**src/hdl/slr_pkg.sv**
```systemverilog
// shared types and constants for the stereo linear resampler
// no dependencies; used by slr_blend, stereo_linear_resampler_unit and the testbench
package slr_pkg;

  localparam int unsigned SAMPLE_W  = 16;
  localparam int unsigned RATE_W    = 16;
  localparam int unsigned CFG_IDX_W = 2;

  // serial step counts of the position multiply and the blend unit
  localparam int unsigned MUL_CYC  = 16;
  localparam int unsigned BDIV_CYC = 32;

  // configuration register indexes
  localparam logic [CFG_IDX_W-1:0] REG_SOURCE_RATE = 2'd0;
  localparam logic [CFG_IDX_W-1:0] REG_TARGET_RATE = 2'd1;

  localparam logic [RATE_W-1:0] RATE_RESET = 16'd48000;

  // input operations
  localparam logic OP_FRAME   = 1'b0;
  localparam logic OP_RESTART = 1'b1;

  // sequencer states
  typedef enum logic [3:0] {
    ST_IDLE,
    ST_MUL,
    ST_DIV,
    ST_CHECK,
    ST_SEL,
    ST_BMUL,
    ST_BNORM,
    ST_BDIV,
    ST_ADV,
    ST_PUSH,
    ST_FINISH
  } state_e;

  // step controls for the blend units
  typedef struct packed {
    logic load_mul;
    logic mul_step;
    logic load_div;
    logic div_step;
  } blend_ctl_t;

endpackage

```
**src/hdl/slr_blend.sv**
```systemverilog
// one channel of the interpolation: bit-serial weighted sum, then
// bit-serial signed division by the target rate; depends on slr_pkg
module slr_blend (
  input  logic                                    clk_i,
  input  slr_pkg::blend_ctl_t                     ctl_i,
  input  logic signed [slr_pkg::SAMPLE_W-1:0]     prev_i,
  input  logic signed [slr_pkg::SAMPLE_W-1:0]     cur_i,
  input  logic        [slr_pkg::RATE_W-1:0]       weight_prev_i,
  input  logic        [slr_pkg::RATE_W-1:0]       weight_cur_i,
  input  logic        [slr_pkg::RATE_W-1:0]       divisor_i,
  output logic signed [slr_pkg::SAMPLE_W-1:0]     result_o
);

  localparam int unsigned ACC_W = 33;
  localparam int unsigned MAG_W = 32;
  localparam int unsigned RW    = slr_pkg::RATE_W;

  logic signed [ACC_W-1:0] acc_q, acc_d;
  logic        [RW-1:0]    wp_sh_q, wp_sh_d;
  logic        [RW-1:0]    wc_sh_q, wc_sh_d;
  logic        [MAG_W-1:0] quo_q, quo_d;
  logic        [RW-1:0]    rem_q, rem_d;
  logic                    neg_q, neg_d;

  logic signed [ACC_W-1:0] add_prev, add_cur, acc_abs;
  logic        [RW:0]      trial, trial_sub;
  logic                    fits;

  // shift-add terms, one weight bit of each sample per cycle
  assign add_prev = wp_sh_q[RW-1] ? ACC_W'(prev_i) : '0;
  assign add_cur  = wc_sh_q[RW-1] ? ACC_W'(cur_i) : '0;
  assign acc_abs  = acc_q[ACC_W-1] ? -acc_q : acc_q;

  // restoring division step on the magnitude
  assign trial     = {rem_q, quo_q[MAG_W-1]};
  assign fits      = trial >= {1'b0, divisor_i};
  assign trial_sub = trial - {1'b0, divisor_i};

  always_comb begin
    acc_d   = acc_q;
    wp_sh_d = wp_sh_q;
    wc_sh_d = wc_sh_q;
    quo_d   = quo_q;
    rem_d   = rem_q;
    neg_d   = neg_q;
    if (ctl_i.load_mul) begin
      acc_d   = '0;
      wp_sh_d = weight_prev_i;
      wc_sh_d = weight_cur_i;
    end else if (ctl_i.mul_step) begin
      acc_d   = (acc_q <<< 1) + add_prev + add_cur;
      wp_sh_d = {wp_sh_q[RW-2:0], 1'b0};
      wc_sh_d = {wc_sh_q[RW-2:0], 1'b0};
    end else if (ctl_i.load_div) begin
      neg_d = acc_q[ACC_W-1];
      quo_d = acc_abs[MAG_W-1:0];
      rem_d = '0;
    end else if (ctl_i.div_step) begin
      rem_d = fits ? trial_sub[RW-1:0] : trial[RW-1:0];
      quo_d = {quo_q[MAG_W-2:0], fits};
    end
  end

  always_ff @(posedge clk_i) begin
    acc_q   <= acc_d;
    wp_sh_q <= wp_sh_d;
    wc_sh_q <= wc_sh_d;
    quo_q   <= quo_d;
    rem_q   <= rem_d;
    neg_q   <= neg_d;
  end

  // quotient magnitude stays within one sample, so truncation toward zero is exact
  assign result_o = neg_q ? -quo_q[slr_pkg::SAMPLE_W-1:0] : quo_q[slr_pkg::SAMPLE_W-1:0];

endmodule

```
**src/hdl/stereo_linear_resampler_unit.sv**
```systemverilog
// stereo linear resampler, top level; depends on slr_pkg and slr_blend; one frame at a time
// a position search is a serial multiply, a serial division and a check; each output adds
// a search (not the MAX_RATIO-th) and a blend or a pass-through, plus output stalls;
// reset clears counters, history flag, output valid; rates 48000
module stereo_linear_resampler_unit #(
  parameter int unsigned MAX_RATIO  = 6,
  parameter int unsigned COUNT_BITS = 48
) (
  input  logic                                 clk_i,
  input  logic                                 rst_ni,
  // configuration writes
  input  logic                                 cfg_we_i,
  input  logic [slr_pkg::CFG_IDX_W-1:0]        cfg_idx_i,
  input  logic [slr_pkg::RATE_W-1:0]           cfg_data_i,
  // source frames
  input  logic                                 in_valid_i,
  output logic                                 in_ready_o,
  input  logic                                 op_i,
  input  logic signed [slr_pkg::SAMPLE_W-1:0]  in_left_i,
  input  logic signed [slr_pkg::SAMPLE_W-1:0]  in_right_i,
  // resampled frames
  output logic                                 out_valid_o,
  input  logic                                 out_ready_i,
  output logic signed [slr_pkg::SAMPLE_W-1:0]  out_left_o,
  output logic signed [slr_pkg::SAMPLE_W-1:0]  out_right_o,
  output logic                                 last_o
);

  localparam int unsigned RW     = slr_pkg::RATE_W;
  localparam int unsigned SW     = slr_pkg::SAMPLE_W;
  localparam int unsigned PW     = COUNT_BITS + RW;
  localparam int unsigned CNT_W  = $clog2(PW);
  localparam int unsigned NW     = $clog2(MAX_RATIO + 1);
  localparam bit          NEED_WRAPS = (COUNT_BITS >= 64);

  slr_pkg::state_e state_q, state_d;

  logic [RW-1:0]         src_rate_q, tgt_rate_q;
  logic [RW-1:0]         t_eff;
  logic [COUNT_BITS-1:0] in_cnt_q, out_cnt_q;
  logic                  primed_q;
  logic [CNT_W-1:0]      cnt_q;
  logic [NW-1:0]         n_q;
  logic                  have_hold_q;
  logic                  out_valid_q;

  logic [PW-1:0]         prod_q;
  logic [RW-1:0]         pos_rem_q;
  logic [RW-1:0]         s_sh_q;
  logic signed [SW-1:0]  cur_l_q, cur_r_q, prev_l_q, prev_r_q;
  logic signed [SW-1:0]  hold_l_q, hold_r_q;
  logic signed [SW-1:0]  out_l_q, out_r_q;
  logic                  out_last_q;
  logic                  blend_q, push_last_q, more_q;

  logic                  in_xfer, out_xfer, out_load, cnt_done;
  logic [RW:0]           trial, trial_sub;
  logic                  fits;
  logic [COUNT_BITS-1:0] base;
  logic [COUNT_BITS:0]   need_full;
  logic                  qual, use_blend, last_slot;
  logic [RW-1:0]         weight_prev;
  logic signed [SW-1:0]  blend_l, blend_r;
  slr_pkg::blend_ctl_t   bctl;

  // a zero target rate acts as one
  assign t_eff = (tgt_rate_q == '0) ? RW'(1) : tgt_rate_q;

  assign in_xfer  = in_valid_i && in_ready_o;
  assign out_xfer = out_valid_q && out_ready_i;
  assign cnt_done = (cnt_q == '0);

  // restoring division step for the output position
  assign trial     = {pos_rem_q, prod_q[PW-1]};
  assign fits      = trial >= {1'b0, t_eff};
  assign trial_sub = trial - {1'b0, t_eff};

  // readiness of the pending output and the choice of interpolation
  assign base      = prod_q[COUNT_BITS-1:0];
  assign need_full = {1'b0, base} + (COUNT_BITS+1)'(pos_rem_q != '0);
  assign qual      = NEED_WRAPS ? (need_full[COUNT_BITS-1:0] <= in_cnt_q)
                                : (need_full <= {1'b0, in_cnt_q});
  assign use_blend = (base != in_cnt_q) && (in_cnt_q != '0);
  assign last_slot = (n_q + NW'(1)) == NW'(MAX_RATIO);
  assign weight_prev = t_eff - pos_rem_q;

  // next state
  always_comb begin
    state_d = state_q;
    case (state_q)
      slr_pkg::ST_IDLE: begin
        if (in_xfer && (op_i == slr_pkg::OP_FRAME)) state_d = slr_pkg::ST_MUL;
      end
      slr_pkg::ST_MUL:    if (cnt_done) state_d = slr_pkg::ST_DIV;
      slr_pkg::ST_DIV:    if (cnt_done) state_d = slr_pkg::ST_CHECK;
      slr_pkg::ST_CHECK: begin
        if (have_hold_q) state_d = slr_pkg::ST_PUSH;
        else if (qual)   state_d = slr_pkg::ST_SEL;
        else             state_d = slr_pkg::ST_FINISH;
      end
      slr_pkg::ST_SEL:    state_d = blend_q ? slr_pkg::ST_BMUL : slr_pkg::ST_ADV;
      slr_pkg::ST_BMUL:   if (cnt_done) state_d = slr_pkg::ST_BNORM;
      slr_pkg::ST_BNORM:  state_d = slr_pkg::ST_BDIV;
      slr_pkg::ST_BDIV:   if (cnt_done) state_d = slr_pkg::ST_ADV;
      slr_pkg::ST_ADV:    state_d = last_slot ? slr_pkg::ST_PUSH : slr_pkg::ST_MUL;
      slr_pkg::ST_PUSH: begin
        if (out_load) state_d = more_q ? slr_pkg::ST_SEL : slr_pkg::ST_FINISH;
      end
      slr_pkg::ST_FINISH: state_d = slr_pkg::ST_IDLE;
      default:            state_d = slr_pkg::ST_IDLE;
    endcase
  end

  // control outputs
  always_comb begin
    in_ready_o    = 1'b0;
    out_load      = 1'b0;
    bctl          = '0;
    case (state_q)
      slr_pkg::ST_IDLE:  in_ready_o    = 1'b1;
      slr_pkg::ST_SEL:   bctl.load_mul = blend_q;
      slr_pkg::ST_BMUL:  bctl.mul_step = 1'b1;
      slr_pkg::ST_BNORM: bctl.load_div = 1'b1;
      slr_pkg::ST_BDIV:  bctl.div_step = 1'b1;
      slr_pkg::ST_PUSH:  out_load      = !out_valid_q || out_ready_i;
      default: ;
    endcase
  end

  // control registers
  always_ff @(posedge clk_i or negedge rst_ni) begin
    if (!rst_ni) begin
      state_q     <= slr_pkg::ST_IDLE;
      src_rate_q  <= slr_pkg::RATE_RESET;
      tgt_rate_q  <= slr_pkg::RATE_RESET;
      in_cnt_q    <= '0;
      out_cnt_q   <= '0;
      primed_q    <= 1'b0;
      cnt_q       <= '0;
      n_q         <= '0;
      have_hold_q <= 1'b0;
      out_valid_q <= 1'b0;
    end else begin
      state_q <= state_d;

      // configuration writes, unused indexes ignored
      if (cfg_we_i) begin
        case (cfg_idx_i)
          slr_pkg::REG_SOURCE_RATE: src_rate_q <= cfg_data_i;
          slr_pkg::REG_TARGET_RATE: tgt_rate_q <= cfg_data_i;
          default: ;
        endcase
      end

      // frame transfer or restart
      if (in_xfer) begin
        if (op_i == slr_pkg::OP_RESTART) begin
          in_cnt_q  <= '0;
          out_cnt_q <= '0;
          primed_q  <= 1'b0;
        end else begin
          primed_q    <= 1'b1;
          n_q         <= '0;
          have_hold_q <= 1'b0;
          cnt_q       <= CNT_W'(slr_pkg::MUL_CYC - 1);
        end
      end

      // step counter
      case (state_q)
        slr_pkg::ST_MUL:   cnt_q <= cnt_done ? CNT_W'(PW - 1) : cnt_q - CNT_W'(1);
        slr_pkg::ST_DIV:   cnt_q <= cnt_q - CNT_W'(1);
        slr_pkg::ST_SEL:   cnt_q <= CNT_W'(slr_pkg::MUL_CYC - 1);
        slr_pkg::ST_BMUL:  cnt_q <= cnt_q - CNT_W'(1);
        slr_pkg::ST_BNORM: cnt_q <= CNT_W'(slr_pkg::BDIV_CYC - 1);
        slr_pkg::ST_BDIV:  cnt_q <= cnt_q - CNT_W'(1);
        slr_pkg::ST_ADV:   cnt_q <= CNT_W'(slr_pkg::MUL_CYC - 1);
        default: ;
      endcase

      // one output finished: count it and hold it
      if (state_q == slr_pkg::ST_ADV) begin
        n_q         <= n_q + NW'(1);
        out_cnt_q   <= out_cnt_q + COUNT_BITS'(1);
        have_hold_q <= 1'b1;
      end
      if (out_load) have_hold_q <= 1'b0;

      if (state_q == slr_pkg::ST_FINISH) in_cnt_q <= in_cnt_q + COUNT_BITS'(1);

      // output register
      if (out_load)      out_valid_q <= 1'b1;
      else if (out_xfer) out_valid_q <= 1'b0;
    end
  end

  // datapath registers
  always_ff @(posedge clk_i) begin
    if (in_xfer && (op_i == slr_pkg::OP_FRAME)) begin
      cur_l_q <= in_left_i;
      cur_r_q <= in_right_i;
      if (!primed_q) begin
        prev_l_q <= in_left_i;
        prev_r_q <= in_right_i;
      end
      prod_q <= '0;
      s_sh_q <= src_rate_q;
    end

    case (state_q)
      // shift-add multiply of the output count by the source rate
      slr_pkg::ST_MUL: begin
        prod_q <= (prod_q << 1) + (s_sh_q[RW-1] ? PW'(out_cnt_q) : '0);
        s_sh_q <= {s_sh_q[RW-2:0], 1'b0};
        if (cnt_done) pos_rem_q <= '0;
      end
      // position quotient shifts in as the dividend shifts out
      slr_pkg::ST_DIV: begin
        pos_rem_q <= fits ? trial_sub[RW-1:0] : trial[RW-1:0];
        prod_q    <= {prod_q[PW-2:0], fits};
      end
      slr_pkg::ST_CHECK: begin
        blend_q     <= use_blend;
        push_last_q <= !qual;
        more_q      <= qual;
      end
      slr_pkg::ST_ADV: begin
        hold_l_q <= blend_q ? blend_l : cur_l_q;
        hold_r_q <= blend_q ? blend_r : cur_r_q;
        if (last_slot) begin
          push_last_q <= 1'b1;
          more_q      <= 1'b0;
        end
        prod_q <= '0;
        s_sh_q <= src_rate_q;
      end
      slr_pkg::ST_FINISH: begin
        prev_l_q <= cur_l_q;
        prev_r_q <= cur_r_q;
      end
      default: ;
    endcase

    if (out_load) begin
      out_l_q    <= hold_l_q;
      out_r_q    <= hold_r_q;
      out_last_q <= push_last_q;
    end
  end

  // per-channel interpolation units
  slr_blend u_blend_l (
    .clk_i         (clk_i),
    .ctl_i         (bctl),
    .prev_i        (prev_l_q),
    .cur_i         (cur_l_q),
    .weight_prev_i (weight_prev),
    .weight_cur_i  (pos_rem_q),
    .divisor_i     (t_eff),
    .result_o      (blend_l)
  );

  slr_blend u_blend_r (
    .clk_i         (clk_i),
    .ctl_i         (bctl),
    .prev_i        (prev_r_q),
    .cur_i         (cur_r_q),
    .weight_prev_i (weight_prev),
    .weight_cur_i  (pos_rem_q),
    .divisor_i     (t_eff),
    .result_o      (blend_r)
  );

  assign out_valid_o = out_valid_q;
  assign out_left_o  = out_l_q;
  assign out_right_o = out_r_q;
  assign last_o      = out_last_q;

  // no new frame while a computed result is still held back
  a_hold_blocks_input: assert property (@(posedge clk_i) disable iff (!rst_ni)
    have_hold_q |-> !in_ready_o)
    else $error("frame accepted while a result is held");

  // per-frame output count never passes the cap
  a_count_capped: assert property (@(posedge clk_i) disable iff (!rst_ni)
    n_q <= NW'(MAX_RATIO))
    else $error("too many outputs for one frame");

  // division remainder is below the divisor when the position is checked
  a_rem_range: assert property (@(posedge clk_i) disable iff (!rst_ni)
    (state_q == slr_pkg::ST_CHECK) |-> (pos_rem_q < t_eff))
    else $error("position remainder out of range");

  // restart clears the counters and the history flag
  a_restart_clears: assert property (@(posedge clk_i) disable iff (!rst_ni)
    (in_xfer && (op_i == slr_pkg::OP_RESTART)) |=>
      (in_cnt_q == '0 && out_cnt_q == '0 && !primed_q))
    else $error("restart did not clear state");

endmodule

```
**config.mk**
```make
export PLATFORM = sky130hd
export DESIGN_NAME = stereo_linear_resampler_unit
export DESIGN_NICKNAME = d
export VERILOG_FILES = /design/src/hdl/slr_pkg.sv /design/src/hdl/slr_blend.sv /design/src/hdl/stereo_linear_resampler_unit.sv
export SDC_FILE = /design/constraint.sdc
export NUM_CORES = 2
export LEC_CHECK = 0
export BUFFER_PORTS_ARGS = -buffer_cell sky130_fd_sc_hd__buf_2
export CORE_MARGIN = 2
export CORE_UTILIZATION = 55
export CTS_CLUSTER_DIAMETER = 50
export DETAILED_ROUTE_END_ITERATION = 6
export PLACE_DENSITY = 0.69
export SYNTH_ARGS = -nofsm -noshare
export SYNTH_HDL_FRONTEND = slang
export SYNTH_HIERARCHICAL = 1
export SYNTH_SLANG_ARGS = --single-unit
```
**constraint.sdc**
```tcl
create_clock -name clk_i -period 6.6 [get_ports clk_i]
set_clock_uncertainty 0.05 [all_clocks]
set_input_delay 0.33 -clock clk_i [delete_from_list [all_inputs] [get_ports clk_i]]
set_output_delay 0.33 -clock clk_i [all_outputs]
set_load 0.005 [all_outputs]
```
# ---- Word-level counts from Yosys, hierarchy flattened
# Cells that the tools add are included.
dict set report totals {
  regBits 600
  output_inout_bits 35
  elab_cells 209
}
dict set report classes {
  n_addsub 18
  n_lt_le_gt_ge 4
  n_eq_ne 24
  muxes 81
  bitwise 3
  n_reduce_logical 42
}
# op count
set ops {}
lappend ops {{$mux 16} 26}
lappend ops {{$mux 48} 5}
lappend ops {{$mux 32} 6}
lappend ops {{$pmux 64 s3} 1}
lappend ops {{$add 33x33->33} 4}
lappend ops {{$mux 33} 4}
lappend ops {{$add 48x1->48 const B} 2}
lappend ops {{$add 64x48->64} 1}
lappend ops {{$mux 64} 1}
lappend ops {{$neg 32->32} 2}
lappend ops {{$pmux 16 s2} 2}
lappend ops {{$sub 16x16->16} 4}
lappend ops {{$ge 17x16->1} 3}
lappend ops {{$add 48x1->49} 1}
lappend ops {{$le 49x48->1} 1}
lappend ops {{$ne 48x48->1} 1}
lappend ops {{$reduce_bool 48->1} 1}
lappend ops {{$mux 4} 11}
lappend ops {{$pmux 4 s10} 1}
lappend ops {{$neg 16->16} 2}
lappend ops {{$pmux 6 s4} 1}
lappend ops {{$reduce_and 2->1} 10}
lappend ops {{$reduce_bool 2->1} 10}
lappend ops {{$mux 6} 3}
lappend ops {{31 further kinds} 69}

# ---- Longest topological paths before layout
dict set report logic_depth {
  word_depth 6
  depth_mapped 24
}

# ---- Cells and area by module
# The synthesis kept the hierarchy.
# module instances cells_each area_per_inst_um2 seq_area_each_um2
set by_module_without_submodules {}
lappend by_module_without_submodules {stereo_linear_resampler_unit 1 2370 22885.7 10467.5}
lappend by_module_without_submodules {{slr_blend at u_blend_r} 1 966 9173.8 3093.0}
lappend by_module_without_submodules {{slr_blend at u_blend_l} 1 947 8973.6 3093.0}

# ---- Least setup slack after synthesis
# OpenSTA, ideal clock, no wires.
dict set report synth_path {
  path_type {register to register}
  start {reg state_q[0]}
  end {reg prod_q[0] (enable)}
  t_arrival_ps 4500
  required_ps 6127
  setup_slack_ps 1627
  path_stages_with_launch 7
  path_buffers 1
  period_less_slack_ps 4973
  path_cell_list {dfrtp_1 clkbuf_1 nor4_1 nand2_1 nor2_1 nor2_1 nand2_1}
}
dict set report synth_via {
  elab_chain_len 5
  word_cells_on_any_way 8
  classes_between {eq/ne: 3; mux: 1; reduce/logical: 4}
}
# element line
set synth_lines {}
lappend synth_lines {{start: declaration} stereo_linear_resampler_unit.sv:36} ;# slr_pkg::state_e state_q, state_d;
lappend synth_lines {{start signal: assignment} stereo_linear_resampler_unit.sv:133} ;# state_q <= slr_pkg::ST_IDLE;
lappend synth_lines {{start signal: assignment} stereo_linear_resampler_unit.sv:144} ;# state_q <= state_d;
lappend synth_lines {{$logic_not 4->1} stereo_linear_resampler_unit.sv:119} ;# case (state_q)
lappend synth_lines {{$mux 1} stereo_linear_resampler_unit.sv:119}
lappend synth_lines {{via in_ready_o} stereo_linear_resampler_unit.sv:17} ;# output logic in_ready_o,
lappend synth_lines {{$logic_and 1x1->1} stereo_linear_resampler_unit.sv:69} ;# assign in_xfer = in_valid_i && in_ready_o;
lappend synth_lines {{$logic_and 1x1->1} stereo_linear_resampler_unit.sv:199} ;# if (in_xfer && (op_i == slr_pkg::OP_FRAME)) begin
lappend synth_lines {{$reduce_bool 4->1 (no source line)} --}
lappend synth_lines {{end signal: assignment} stereo_linear_resampler_unit.sv:213} ;# prod_q <= (prod_q << 1) + (s_sh_q[RW-1] ? PW'(out_cnt_q) : '0);
lappend synth_lines {{end signal: assignment} stereo_linear_resampler_unit.sv:220} ;# prod_q <= {prod_q[PW-2:0], fits};
lappend synth_lines {{end: declaration} stereo_linear_resampler_unit.sv:47} ;# logic [PW-1:0] prod_q;
# The timed path passes the listed nets, and every way through them passes these cells.
# A chain may end at the register's enable or synchronous reset.

# ---- Worst setup path in the final report
dict set report layout_path {
  start {reg pos_rem_q[1]}
  end {reg push_last_q (data pin)}
}
dict set report layout_via {
  elab_chain_len 5
}
# element line
set layout_lines {}
lappend layout_lines {{start: declaration} stereo_linear_resampler_unit.sv:48} ;# logic [RW-1:0] pos_rem_q;
lappend layout_lines {{start signal: assignment} stereo_linear_resampler_unit.sv:219} ;# pos_rem_q <= fits ? trial_sub[RW-1:0] : trial[RW-1:0];
lappend layout_lines {{$reduce_bool 16->1} stereo_linear_resampler_unit.sv:80} ;# assign need_full = {1'b0, base} + (COUNT_BITS+1)'(pos_rem_q != '0);
lappend layout_lines {{$add 48x1->49} stereo_linear_resampler_unit.sv:80}
lappend layout_lines {{$le 49x48->1} stereo_linear_resampler_unit.sv:82} ;# : (need_full <= {1'b0, in_cnt_q});
lappend layout_lines {{$logic_not 1->1} stereo_linear_resampler_unit.sv:224} ;# push_last_q <= !qual;
lappend layout_lines {{$pmux 1 s2} stereo_linear_resampler_unit.sv:210} ;# case (state_q)
lappend layout_lines {{end signal: assignment} stereo_linear_resampler_unit.sv:224}
lappend layout_lines {{end: declaration} stereo_linear_resampler_unit.sv:54} ;# logic blend_q, push_last_q, more_q;
# No other way between the ends.

==> summary by stage <==
Logic synthesis
The post-synthesis cell count is 4,283. The share of synthesized area spent on multiplexers is 0.0526. The share of the Yosys chip area taken by registers is 0.406. The share of synthesized area in the top cell type comes to 0.285.

The cell area after synthesis is slightly above 0.04 mm2. The number of distinct library cells after synthesis is 100. Of the total synthesized cell area, the portion taken by AND, OR, NAND and NOR gates is 0.168.

The most common cell in the synthesized netlist is sky130_fd_sc_hd__nand2_1. Ranked by instance count, the synthesized netlist is headed by sky130_fd_sc_hd__nand2_1 (486), sky130_fd_sc_hd__edfxtp_1 (390), sky130_fd_sc_hd__o21ai_0 (289), sky130_fd_sc_hd__ha_1 (268), sky130_fd_sc_hd__nor2_1 (246). The total nets after synthesis is 4,642. The biggest area contributor in the post-synthesis netlist is sky130_fd_sc_hd__edfxtp_1.

After synthesis, the mean cell area works out to 9.58 um2. The synthesized design contains 390 enable-type register cells. By area the synthesized netlist is led by sky130_fd_sc_hd__edfxtp_1 (29%), sky130_fd_sc_hd__ha_1 (8.2%), sky130_fd_sc_hd__dfrtp_1 (7.9%), sky130_fd_sc_hd__xnor2_1 (5.1%), sky130_fd_sc_hd__nand2_1 (4.4%). Of the total synthesized cell area, the portion taken by full adders, half adders and majority gates is 0.0988. The number of synthesized register bits is 600. Of the total synthesized cell area, the portion taken by XOR and XNOR cells is 0.0743. After synthesis, the largest family of logic cells by area is simple AND/OR/NAND/NOR gates. Counting flops with an async set or reset pin after synthesis yields a share of 0.240. The compound-cell area share of the yosys netlist is 0.161.

The warning count from the yosys run is 6. The dominant synthesized flop cell is sky130_fd_sc_hd__edfxtp_1.

Setup path
The critical path goes through nor4_1 -> nand4_1 -> ha_1 -> nand3_1 -> nor3_1 -> and3_1 -> nand2b_1 -> nor2_1 -> and2_1 -> nand2_1 -> nor2_1 -> nand3_1 -> xnor2_1 -> ha_1 -> nand4_1 -> or2_2 -> nor2_1 -> nand2_1 -> or4_1 -> nor4_1 -> o21ai_0 -> a21oi_1 -> inv_1. The number of cells on the worst reg-to-reg path is 23. In this run the worst path has a maximum fanout of 7. The arrival time of the worst setup path is 6450 ps. STA classifies the critical path endpoint as a flop. The buffering stage count on the worst path with inverters included is 1. The critical path runs through a total of 23 cells. The standard cell with the maximum stage delay on the critical path is sky130_fd_sc_hd__or4_1.

STA classifies the critical path startpoint as a flop. The worst setup path category is reg -> reg. The cell seen most often among critical-path stages is sky130_fd_sc_hd__nor2_1. Among cell families on the critical path, the largest total delay comes from simple AND/OR/NAND/NOR gates. STA puts the critical path data required time at 6940 ps. The delay of the slowest cell on the worst path is 580 ps.

Clocking
The maximum buffer depth of the clock tree is 3. The total CTS buffers is 87. The clock root buffer is sky130_fd_sc_hd__clkbuf_16. The later pin in the worst-skew pair is clocked with a latency of 640 ps. Clock tree synthesis found a total of 600 sinks. Clock-pin slew was measured on the worst setup and hold paths at 60 ps.

TritonCTS built the clock tree. The clock tree synthesis step divided the H-tree into 3 levels.

Timing
In this run the tightest slew margin relative to its limit is 0.249. The number of hold-slack violations in the final timing report is 0. Of the available clock period, the critical path in the final layout requires 0.927. At the pin with the least slew margin, the transition time is 1120 ps. Setup repair after global routing left no endpoint under its margin. The final setup TNS is 0 ps.

Setup violations remaining at the end of the flow were counted as 0. The number of pins exceeding their max-slew limit in the final report is 0. The highest clock rate is ~160 MHz. The final critical path time including I/O delays and setup is 6120 ps.

Floorplan
Measured along the y axis, the die boundary spans 277 um. The die footprint is roughly 0.077 mm2. The number of primary I/O pins is 91.

The floorplan row count is 100. The initial standard-cell utilization of the core is 0.553. The core region area is 0.0742 mm2.

The floorplan step set the die width to 277 um.

Routing
In this run, the number of DRC markers left after iteration 0 of detailed routing was 2,471. The highest metal layer with signal wires is met5. The detailed-route wire length per cell is 19.6 um. The routed layout has about 32,000 vias.

After detailed routing, the number of remaining DRC violations is 0. In this run the remaining antenna-violating nets after routing total 0. The met3 wire length is 5890 um. The met2 layer wire length in the routed design is 48,200 um. The routed design has 105,000 um of wire.

The first-pass iteration count of the detailed router is 5. The average via count per standard cell is 6.03. The wire length on met1 is 47,800 um.

Power and ir drop
The power per cell area is 288 mW/mm2. The leakage power of the design is 0.0187 uW. The largest voltage drop on the vdd net is a little over 0.3 mV.

Global routing
Entering global routing, the biggest net connects between 80 and 90 pins. The first global-routing pass estimated 168,000 um of wire. For this run, the total global-route usage over all layers was measured as 0.270. The overflow left after global routing is 0. The number of global-route vias before repair is 31,100.

The number of antenna violations at the first check in global routing is 3.

Placed design
The placed standard-cell area is roughly 0.042 mm2. The count of buffers inserted at the top-level ports is 90. Routability-driven placement finished with a final weighted congestion of 0.966. The placed wire-length estimate is 74,400 um.

Flow run
The tool flagged a number of max-cap violations equal to 0.

Cells and area
The share of post-route cells with drive strength above 1 is 0.117. From synthesis to final layout, the design area changed by 11.2%. Summing all non-filler instances in the final layout gives an area of 0.0456 mm2. The end-of-flow core utilization is 0.615. At the end of the flow, the number of nets in the layout was 4,693.

Min path
The worst hold path belongs to the class in -> reg. The number of cells on the worst hold path is 3.

Status
The run finished with clean final reports.
## flip-flops by register name (all words and copies together) (netlist names), 32 cells and up
register and count:
in_cnt_q 48, out_cnt_q 48, prod_q 64, u_blend_l/acc_q 33, u_blend_l/quo_q 32, u_blend_r/acc_q 33, u_blend_r/quo_q 32
## layout by cell type (no fill, tap or decap), types with 46 or more instances in the layout
cell type                       count
sky130_fd_sc_hd__ha_1             268
sky130_fd_sc_hd__nor2_1           241
sky130_fd_sc_hd__o21ai_0          289
sky130_fd_sc_hd__dfxtp_1           66
sky130_fd_sc_hd__nand3_1          159
sky130_fd_sc_hd__edfxtp_1         390
sky130_fd_sc_hd__nand2_1          483
sky130_fd_sc_hd__buf_2             89
sky130_fd_sc_hd__o31ai_1           46
sky130_fd_sc_hd__dlygate4sd3_1     49
sky130_fd_sc_hd__nand4_1           74
sky130_fd_sc_hd__o211ai_1          46
sky130_fd_sc_hd__and2_1           124
sky130_fd_sc_hd__clkbuf_16         89
sky130_fd_sc_hd__nor3_1            66
sky130_fd_sc_hd__a21oi_1          224
sky130_fd_sc_hd__a21o_1           115
sky130_fd_sc_hd__inv_1            188
sky130_fd_sc_hd__dfrtp_1          130
sky130_fd_sc_hd__xor2_1           110
sky130_fd_sc_hd__and3_1            47
sky130_fd_sc_hd__mux2_2           146
sky130_fd_sc_hd__xnor2_1          238
sky130_fd_sc_hd__mux2i_1           50
## metrics by stage
step | total power [uW] | hold slack, ps | cells | setup WS, ps
floorplan | 7430 | -15.6 | 4283 | 1630
CTS | 13200 | 98.5 | 5376 | 568
detailed placement | 8300 | 355 | 5165 | 591
finish | 13100 | 138 | 5377 | 483
global route | 13800 | 141 | 5376 | 70.0
global placement | 8250 | 351 | 5165 | 682
## power breakdown
group | internal, uW | leakage, uW | switching (uW)
clock | 2930 | 0.00148 | 1890
combinational | 1550 | 0.0119 | 1980
sequential | 4330 | 0.00537 | 455
total | 8810 | 0.0187 | 4330
## worst min-delay path, stage by stage
cell and delay, ps:
sky130_fd_sc_hd__buf_2 120, sky130_fd_sc_hd__nand2_1 180, sky130_fd_sc_hd__a21o_1 150
## cells by family (layout without fill, tap and decap cells)
kind of cell	count (synthesis)	count (layout)
multiplexers	197	197
adder cells (fa/ha/maj)	303	303
XOR/XNOR	348	348
AO/OA/AOI/OAI	1022	1022
flip-flops	600	600
other	0	1
AND/OR/NAND/NOR	1415	1415
buffers and inverters	398	522
## timing repair
item | 4_1_cts | 5_1_grt
hold buffers | 49 | 0
buffers inserted | 0 | 0
resized for setup | 0 | 0
hold endpoints to repair | 156 | 0
## path summary, 6_finish.rpt
kind	start	endpoint	slack, ps
worst max-delay path	pos_rem_q[1]	push_last_q	480
worst min-delay path	in_valid_i	primed_q	140
worst max register to register	pos_rem_q[1]	push_last_q	480
worst min register to register	hold_r_q[9]	out_right_o[9]	370
max in group asynchronous	rst_ni	primed_q	4820
min in group asynchronous	rst_ni	src_rate_q[5]	250
## layout make-up
type / count / area, um2
fill: 6254 / 28600
multi-input combinational: 3285 / 22900
sequential: 600 / 16700
clock buffer: 103 / 2330
tap: 969 / 1210
timing repair buffer: 169 / 1170
inverter: 191 / 719
clock inverter: 59 / 682
antenna: 1 / 2.50
## layer usage
| metal | global-route usage | vias to the layer above |
|---|---|---|
| met5 | 0 | - |
| met4 | 0.0982 | 4 |
| met3 | 0.0332 | 205 |
| met2 | 0.433 | 908 |
| met1 | 0.378 | 15600 |
| li1 | - | 15700 |
Note: power is estimated with default switching activity, not from simulation.
